### config.mk
export PLATFORM = sky130hd
export DESIGN_NAME = prime_factorizer_core
export DESIGN_NICKNAME = d
export VERILOG_FILES = /design/src/rtl/pf_pkg.sv /design/src/rtl/prime_factorizer_core.sv /design/src/rtl/pf_divider.sv /design/src/rtl/pf_datapath.sv /design/src/rtl/pf_controller.sv
export SDC_FILE = /design/constraint.sdc
export NUM_CORES = 1
export LEC_CHECK = 0
export BUFFER_PORTS_ARGS = -buffer_cell sky130_fd_sc_hd__buf_2
export CAP_MARGIN = 40
export CORE_ASPECT_RATIO = 0.9
export CORE_UTILIZATION = 36
export CTS_BUF_LIST = sky130_fd_sc_hd__clkbuf_8
export DETAILED_ROUTE_END_ITERATION = 6
export PLACE_DENSITY = 0.53
export SLEW_MARGIN = 40
export SYNTH_ARGS = -nofsm -noshare
export SYNTH_HDL_FRONTEND = slang
export SYNTH_SLANG_ARGS = --single-unit
### constraint.sdc
create_clock -name clk -period 3.1 [get_ports clk]
set_input_delay 0.155 -clock clk [delete_from_list [all_inputs] [get_ports clk]]
set_output_delay 0.155 -clock clk [all_outputs]
set_load 0.03 [all_outputs]
### src/rtl/pf_pkg.sv
// Shared types and constants for the prime factorizer.
// Used by pf_controller, pf_datapath and prime_factorizer_core. No dependencies.
package pf_pkg;

  // width of the factor result port
  localparam int FACTOR_BITS = 31;
  // width of the number input port
  localparam int INPUT_BITS  = 31;

  // controller -> datapath
  typedef struct packed {
    logic load;       // take a new number, trial divisor = 3
    logic halve;      // report a 2, shift the value right
    logic div_start;  // launch rest / trial
    logic div_step;   // apply the quotient/remainder just produced
    logic emit_rest;  // report the leftover prime, if above 1
    logic flush;      // send the held factor marked last
    logic nofactor;   // send the single "no factor" word
  } cmd_t;

  // datapath -> controller
  typedef struct packed {
    logic rest_gt1;   // remaining value above 1
    logic rest_odd;   // remaining value odd
    logic div_done;   // divider result ready this cycle
    logic loop_end;   // trial > rest / trial on a fresh divisor
  } status_t;

endpackage

### src/rtl/prime_factorizer_core.sv
// Top level of the trial-division prime factorizer.
// Depends on pf_pkg, pf_controller, pf_datapath (which holds pf_divider).

// Usage: raise start with a number while busy is low; the word is taken at
// that edge. Results come out one word per strobe pulse, smallest prime first
// with repeats; the final word of a number carries last. busy drops in the
// cycle that carries the final word, so the next number can be taken at the
// edge that ends it. Zero and one produce a single word with has_factor low
// and factor zero. The receiver cannot stall: every strobe pulse must be
// captured. Work per number: load and classify, one halving step per factor
// of two, then one division per trial divisor (odd divisors from 3 upward to
// about sqrt of the remaining value, plus one extra division per odd factor
// found) on the restoring divider, one quotient bit per cycle, and a
// close-out. A prime near 2^31 takes about 23000 divisions; small or smooth
// numbers take far fewer.
module prime_factorizer_core #(
  parameter int NUMBER_BITS = 31   // internal value width, 8..63
) (
  input  logic                           clk,
  input  logic                           rst,
  input  logic                           start,
  output logic                           busy,
  input  logic [pf_pkg::INPUT_BITS-1:0]  number,
  output logic                           strobe,
  output logic [pf_pkg::FACTOR_BITS-1:0] factor,
  output logic                           has_factor,
  output logic                           last
);

  pf_pkg::cmd_t    cmd;
  pf_pkg::status_t status;

  // sequencing only; all arithmetic lives in the datapath
  pf_controller u_ctrl (
    .clk    (clk),
    .rst    (rst),
    .start  (start),
    .status (status),
    .cmd    (cmd),
    .busy   (busy)
  );

  pf_datapath #(.NUMBER_BITS(NUMBER_BITS)) u_dp (
    .clk        (clk),
    .rst        (rst),
    .cmd        (cmd),
    .number     (number),
    .status     (status),
    .strobe     (strobe),
    .factor     (factor),
    .has_factor (has_factor),
    .last       (last)
  );

  // a no-factor word always closes its number
  a_nofac_last: assert property (@(posedge clk) disable iff (rst)
    strobe && !has_factor |-> last)
    else $error("no-factor word without last");

  // a non-final word only appears mid-job
  a_mid_busy: assert property (@(posedge clk) disable iff (rst)
    strobe && !last |-> busy)
    else $error("non-final word while idle");

  // nothing follows the final word in the next cycle
  a_last_gap: assert property (@(posedge clk) disable iff (rst)
    strobe && last |=> !strobe)
    else $error("word right after last");

  // an accepted word starts a job
  a_accept: assert property (@(posedge clk) disable iff (rst)
    start && !busy |=> busy)
    else $error("start not taken");

endmodule

### src/rtl/pf_divider.sv
// Restoring bit-serial divider, one quotient bit per cycle.
// Standalone; instantiated by pf_datapath.
module pf_divider #(
  parameter int NUMBER_BITS = 31
) (
  input  logic                   clk,
  input  logic                   rst,
  input  logic                   start,
  input  logic [NUMBER_BITS-1:0] dividend,
  input  logic [NUMBER_BITS-1:0] divisor,
  output logic                   done,
  output logic [NUMBER_BITS-1:0] quotient,
  output logic [NUMBER_BITS-1:0] remainder
);

  localparam int CNT_W = $clog2(NUMBER_BITS + 1);

  logic             run;
  logic [CNT_W-1:0] cnt;
  logic [NUMBER_BITS-1:0] dsor;
  logic [NUMBER_BITS:0]   shifted;
  logic [NUMBER_BITS:0]   diff;

  assign shifted = {remainder, quotient[NUMBER_BITS-1]};
  assign diff    = shifted - {1'b0, dsor};

  always_ff @(posedge clk) begin
    if (rst) begin
      run  <= 1'b0;
      done <= 1'b0;
      cnt  <= '0;
    end else begin
      done <= 1'b0;
      if (start) begin
        run <= 1'b1;
        cnt <= CNT_W'(NUMBER_BITS);
      end else if (run) begin
        cnt <= cnt - CNT_W'(1);
        if (cnt == CNT_W'(1)) begin
          run  <= 1'b0;
          done <= 1'b1;
        end
      end
    end
  end

  // payload
  always_ff @(posedge clk) begin
    if (start) begin
      remainder <= '0;
      quotient  <= dividend;
      dsor      <= divisor;
    end else if (run) begin
      if (!diff[NUMBER_BITS]) begin
        remainder <= diff[NUMBER_BITS-1:0];
        quotient  <= {quotient[NUMBER_BITS-2:0], 1'b1};
      end else begin
        remainder <= shifted[NUMBER_BITS-1:0];
        quotient  <= {quotient[NUMBER_BITS-2:0], 1'b0};
      end
    end
  end

endmodule

### src/rtl/pf_datapath.sv
// Factorizer datapath: remaining value, trial divisor, held factor, result register.
// Depends on pf_pkg and pf_divider.
module pf_datapath #(
  parameter int NUMBER_BITS = 31
) (
  input  logic                               clk,
  input  logic                               rst,
  input  pf_pkg::cmd_t                       cmd,
  input  logic [pf_pkg::INPUT_BITS-1:0]      number,
  output pf_pkg::status_t                    status,
  output logic                               strobe,
  output logic [pf_pkg::FACTOR_BITS-1:0]     factor,
  output logic                               has_factor,
  output logic                               last
);

  logic [NUMBER_BITS-1:0] rest, rest_next;
  logic [NUMBER_BITS-1:0] trial, trial_next;
  logic [NUMBER_BITS-1:0] pend, pend_next;
  logic                   pend_valid, pend_valid_next;
  logic                   in_while, in_while_next;
  logic                   strobe_next, has_factor_next, last_next;
  logic [pf_pkg::FACTOR_BITS-1:0] factor_next;

  logic                   emit_en;
  logic [NUMBER_BITS-1:0] emit_val;

  logic                   div_done;
  logic [NUMBER_BITS-1:0] quo, rem;

  pf_divider #(.NUMBER_BITS(NUMBER_BITS)) u_div (
    .clk       (clk),
    .rst       (rst),
    .start     (cmd.div_start),
    .dividend  (rest),
    .divisor   (trial),
    .done      (div_done),
    .quotient  (quo),
    .remainder (rem)
  );

  assign status.rest_gt1 = |rest[NUMBER_BITS-1:1];
  assign status.rest_odd = rest[0];
  assign status.div_done = div_done;
  assign status.loop_end = !in_while && (quo < trial);

  always_comb begin
    rest_next       = rest;
    trial_next      = trial;
    pend_next       = pend;
    pend_valid_next = pend_valid;
    in_while_next   = in_while;
    strobe_next     = 1'b0;
    factor_next     = factor;
    has_factor_next = has_factor;
    last_next       = last;
    emit_en         = 1'b0;
    emit_val        = '0;

    if (cmd.load) begin
      rest_next       = (NUMBER_BITS)'(number);
      trial_next      = (NUMBER_BITS)'(3);
      pend_valid_next = 1'b0;
      in_while_next   = 1'b0;
    end
    if (cmd.halve) begin
      emit_en   = 1'b1;
      emit_val  = (NUMBER_BITS)'(2);
      rest_next = rest >> 1;
    end
    if (cmd.div_step) begin
      if (rem == '0) begin
        emit_en       = 1'b1;
        emit_val      = trial;
        rest_next     = quo;
        in_while_next = 1'b1;
      end else begin
        trial_next    = trial + (NUMBER_BITS)'(2);
        in_while_next = 1'b0;
      end
    end
    if (cmd.emit_rest && status.rest_gt1) begin
      emit_en  = 1'b1;
      emit_val = rest;
    end

    // one factor is held back so the final one can be flagged last
    if (emit_en) begin
      if (pend_valid) begin
        strobe_next     = 1'b1;
        factor_next     = (pf_pkg::FACTOR_BITS)'(pend);
        has_factor_next = 1'b1;
        last_next       = 1'b0;
      end
      pend_next       = emit_val;
      pend_valid_next = 1'b1;
    end
    if (cmd.flush) begin
      strobe_next     = 1'b1;
      factor_next     = (pf_pkg::FACTOR_BITS)'(pend);
      has_factor_next = 1'b1;
      last_next       = 1'b1;
      pend_valid_next = 1'b0;
    end
    if (cmd.nofactor) begin
      strobe_next     = 1'b1;
      factor_next     = '0;
      has_factor_next = 1'b0;
      last_next       = 1'b1;
    end
  end

  always_ff @(posedge clk) begin
    if (rst) begin
      strobe     <= 1'b0;
      pend_valid <= 1'b0;
      in_while   <= 1'b0;
    end else begin
      strobe     <= strobe_next;
      pend_valid <= pend_valid_next;
      in_while   <= in_while_next;
    end
  end

  always_ff @(posedge clk) begin
    rest       <= rest_next;
    trial      <= trial_next;
    pend       <= pend_next;
    factor     <= factor_next;
    has_factor <= has_factor_next;
    last       <= last_next;
  end

endmodule

### src/rtl/pf_controller.sv
// Factorizer sequencer: one-hot state machine issuing datapath commands.
// Depends on pf_pkg.
module pf_controller (
  input  logic            clk,
  input  logic            rst,
  input  logic            start,
  input  pf_pkg::status_t status,
  output pf_pkg::cmd_t    cmd,
  output logic            busy
);

  typedef enum logic [6:0] {
    S_IDLE   = 7'b0000001,
    S_CHECK  = 7'b0000010,
    S_HALVE  = 7'b0000100,
    S_LAUNCH = 7'b0001000,
    S_DIV    = 7'b0010000,
    S_FINISH = 7'b0100000,
    S_FLUSH  = 7'b1000000
  } state_t;

  state_t state, state_next;
  logic   nofac, nofac_next;  // zero or one: single word on the way out

  assign busy = (state != S_IDLE);

  always_comb begin
    state_next = state;
    nofac_next = 1'b0;
    cmd        = '0;
    unique case (state)
      S_IDLE: begin
        if (start) begin
          cmd.load   = 1'b1;
          state_next = S_CHECK;
        end
      end
      S_CHECK: begin
        if (status.rest_gt1) begin
          state_next = S_HALVE;
        end else begin
          nofac_next = 1'b1;
          state_next = S_FLUSH;
        end
      end
      S_HALVE: begin
        if (!status.rest_odd) begin
          cmd.halve = 1'b1;
        end else begin
          state_next = S_LAUNCH;
        end
      end
      S_LAUNCH: begin
        cmd.div_start = 1'b1;
        state_next    = S_DIV;
      end
      S_DIV: begin
        if (status.div_done) begin
          if (status.loop_end) begin
            state_next = S_FINISH;
          end else begin
            cmd.div_step = 1'b1;
            state_next   = S_LAUNCH;
          end
        end
      end
      S_FINISH: begin
        cmd.emit_rest = 1'b1;
        state_next    = S_FLUSH;
      end
      S_FLUSH: begin
        if (nofac) begin
          cmd.nofactor = 1'b1;
        end else begin
          cmd.flush = 1'b1;
        end
        state_next = S_IDLE;
      end
      default: begin
        state_next = S_IDLE;
      end
    endcase
  end

  always_ff @(posedge clk) begin
    if (rst) begin
      state <= S_IDLE;
      nofac <= 1'b0;
    end else begin
      state <= state_next;
      nofac <= nofac_next;
    end
  end

endmodule

==> impl_results.md <==
* Layout cells sized above 1 at 0.168
* H-tree depth at 2
* Vias in the first global route at 10400
* Die Height at 180 um
* Status: finished clean
* Synthesized Nets at 1463
* Fmax at 333 MHz
* Wire per inst at 18.1 um
* Crit path required time at 3.55 ns
* Critical path's slowest cell: nor4_2
* Port buffer count at 68
* Largest net degree at the start of global routing at 66
* Post-synth EDFFs at 94
* RSZ-0062 raised after global routing: false
* YS warnings at 0
* R2R Setup Slk at 0.10 ns
* CP startpoint kind: flop
* DR vias at 10600
* Seq cells post-synth at 237
* Element type at the critical path end: flop
* I/O Pins at 69
* Clk pwr share at 0.311
* Critical path type: reg2reg
* Ys flop type: dfxtp_1
* Combinational fraction of design power at 0.242
* Antenna Nets Post-Route at 0
* Crit path cell chain: ha_1 -> a21o_1 -> a21o_1 -> a21oi_1 -> o22ai_1 -> nor4_2 -> o31ai_4 -> buf_4 -> a211o_1 -> buf_12 -> a22o_1
* Final Setup Violations at 0
* Initial antenna violation count at 0
* Cells after Synth at 1364
* Chip Width at 200 um
* Setup slack at placement at 0.135 ns
* CTS Root Buffer Type: clkbuf_8
* Mean Syn Cell Area at 9.30 um2
* Total GRT Usage at 0.206
* Peak VDD IR at 0.000308 V
* Starting Density at 0.369
* First-pass GRT wire length at 58.0 mm
* CP Max Fanout at 31
* Post-route cell area at 0.0150 mm2
* Synth Cell Area at 0.0127 mm2
* Syn-to-layout area delta at 18.6%
* Vias/cell at 5.30
* CP peak stage delay at 0.44 ns
* TritonCTS clock tree: done
* Flop pwr share at 0.447
* Nets at 1611
* Internal Power at 6040 uW
* Core Box Area at 0.0344 mm2
* Clock transition at the registers of the reported paths at 0.06 ns
* Psw at 2920 uW
* Inst Count DP at 1915
* Ant. Diodes at 0
* Num CTS Buffers at 41
* Tot Pwr at 8960 uW
* MaxCap Viol Count at 0
* Yosys cell types at 75
* Die area at 0.0360 mm2
* Leak at 0.00620 uW
* CP most frequent cell: a21o_1
* Total grt overflow at 0
* Max-slew violations at 0
* Async SR Flop Fraction at 0
* Worst-Margin Slew at 0.805 ns
* CTS sink cnt at 237
* DP Wirelength at 26.2 mm
* Leading area contributor after synthesis: dfxtp_1
* CP Buf/Inv Count at 2
* DRC violations left at 0
* Sw Share at 0.326
* CTS max path bufs at 3
* Drt pass-1 iters at 4
* Post-DP Area at 0.0141 mm2
* Worst skew pair latency at 0.57 ns
* Tcrit/Tclk final at 0.967
* Relative slew slack at 0.461
* Detailed Route WL at 36.3 mm
* Fin. Hold Viols at 0
* Pwr Density at 595 mW/mm2
* Worst Skew at 0.0318 ns
* Setup Fix Bufs, Post-CTS at 0
* Post-Layout Cell Count at 2006
* Row count at 64
* Post-route setup slack at 0.101 ns
* Crit path max-delay family: compound AO/OA/AOI/OAI gates
* Final Wtd Congestion at 0.846
* Register area share after synthesis at 0.448
* Setup TNS at 0 ns
* Most area-consuming cells after synthesis: dfxtp_1, edfxtp_1, nand2_1
* Tmin final at 3.00 ns
* CP Data Arrival Time at 3.45 ns
* DR iter-0 viols at 679
* Tightest Hold Check Type: in2reg
* Post-synth top area share at 0.226
metrics by stage:
step	utilization	hold WS [ns]
CTS	0.438	0.00504
global placement	0.410	0.439
detailed placement	0.410	0.440
finish	0.438	0.0234
global route	0.438	0.0326
floorplan	-	0.401
flip-flops by register name, summed over array words and instances (netlist names), 5 cells and up:
register / count
u_dp.factor: 31
u_dp.u_div.cnt: 5
u_ctrl.state: 7
u_dp.u_div.remainder: 31
u_dp.u_div.quotient: 31
u_dp.trial: 31
u_dp.rest: 31
u_dp.pend: 31
u_dp.u_div.dsor: 31
cell families (layout without fill, tap and decap cells):
logic type / count (synthesis) / count (layout) / share of synthesized area
compound gates: 310 / 310 / 0.156
buf+inv: 144 / 324 / 0.0465
flops: 237 / 237 / 0.448
fa+ha+maj: 65 / 65 / 0.0647
xor+xnor: 27 / 27 / 0.0186
simple gates: 477 / 477 / 0.179
mux: 104 / 104 / 0.0871
power groups by stage:
stage | sequential [uW] | clock, uW | combinational [uW]
after floorplan | 3870 | 0 | 1560
after global placement | 4060 | 0 | 2100
after detailed placement | 4060 | 0 | 2130
after CTS | 4000 | 2850 | 2160
after global routing | 4040 | 3000 | 2400
final | 4010 | 2790 | 2160
final timing paths:
check,startpoint,to,depth (start not counted)
max,u_dp.u_div.quotient[24],u_dp.factor[12],11
min,number[12],u_dp.rest[12],4
max reg2reg,u_dp.u_div.quotient[24],u_dp.factor[12],11
min reg2reg,u_dp.pend[19],u_dp.factor[19],1
worst register-to-register path, cell delays in order, from the launching register on:
cell and delay, ns:
edfxtp_1 0.42, ha_1 0.34, a21o_1 0.16, a21o_1 0.17, a21oi_1 0.18, o22ai_1 0.12, nor4_2 0.44, o31ai_4 0.16
buf_4 0.21, a211o_1 0.30, buf_12 0.18, a22o_1 0.21
what timing repair did:
| item | in CTS | in global routing |
|---|---|---|
| resized for setup | 0 | 2 |
| endpoints found under the hold margin | 19 | 0 |
| setup endpoints to repair | 0 | 29 |
| hold buffers | 16 | 0 |
cells in the final DEF, fill, tap and decap left out, types with 5 or more instances in the layout:
| cell type | netlist | final |
|---|---|---|
| nor2b_1 | 6 | 6 |
| o21a_1 | 8 | 8 |
| nand4_1 | 40 | 40 |
| clkbuf_8 | 0 | 47 |
| a22o_1 | 32 | 32 |
| nor3_1 | 20 | 20 |
| o21ai_0 | 106 | 106 |
| mux2_2 | 17 | 17 |
| a211oi_1 | 9 | 8 |
| and4_1 | 5 | 5 |
| mux2_1 | 10 | 10 |
| xor2_1 | 9 | 9 |
| clkinv_1 | 1 | 9 |
| xnor2_1 | 18 | 18 |
| mux2_4 | 6 | 6 |
| and2_1 | 10 | 9 |
| buf_2 | 25 | 68 |
| o22ai_1 | 5 | 5 |
| buf_4 | 3 | 83 |
| o211ai_1 | 10 | 10 |
| mux2i_1 | 71 | 71 |
| nand3_1 | 23 | 22 |
| inv_1 | 74 | 88 |
| buf_12 | 0 | 6 |
| nand2b_1 | 10 | 10 |
| dfxtp_1 | 143 | 143 |
| or3_1 | 5 | 5 |
| a21o_1 | 18 | 18 |
| and3_1 | 13 | 13 |
| a21oi_1 | 72 | 71 |
| nor4_1 | 19 | 19 |
| a31oi_1 | 7 | 7 |
| nor2_1 | 47 | 45 |
| nand2_1 | 252 | 251 |
| ha_1 | 64 | 64 |
| edfxtp_1 | 94 | 94 |
| dlygate4sd3_1 | 0 | 16 |
area by class of cell:
| cell class | count | area, um2 |
|---|---|---|
| Clock buffer | 47 | 647 |
| Clock inverter | 28 | 141 |
| Fill cell | 3374 | 19300 |
| Inverter | 75 | 282 |
| Multi-Input combinational cell | 983 | 6460 |
| Sequential cell | 237 | 5690 |
| Tap cell | 462 | 578 |
| Timing Repair Buffer | 174 | 1250 |
cells in the mapped netlist, types with 8 or more instances:
library cell / instances
ha_1: 64
buf_2: 25
a211oi_1: 9
nand4_1: 40
o21a_1: 8
inv_1: 74
clkbuf_1: 38
o211ai_1: 10
mux2_1: 10
edfxtp_1: 94
nor4_1: 19
mux2i_1: 71
xor2_1: 9
nand2_1: 252
o21ai_0: 106
nor2_1: 47
a22o_1: 32
a21o_1: 18
and2_1: 10
xnor2_1: 18
mux2_2: 17
nand3_1: 23
nand2b_1: 10
a21oi_1: 72
dfxtp_1: 143
nor3_1: 20
and3_1: 13
metal layers:
layer | share of wire | up-vias | track usage
li1 | - | 5244 | -
met1 | 0.50 | 5121 | 0.300
met2 | 0.45 | 226 | 0.315
met3 | 0.039 | 45 | 0.0292
met4 | 0.018 | 0 | 0.0559
met5 | 0 | - | 0
Note: power is estimated with default switching activity, not from simulation.
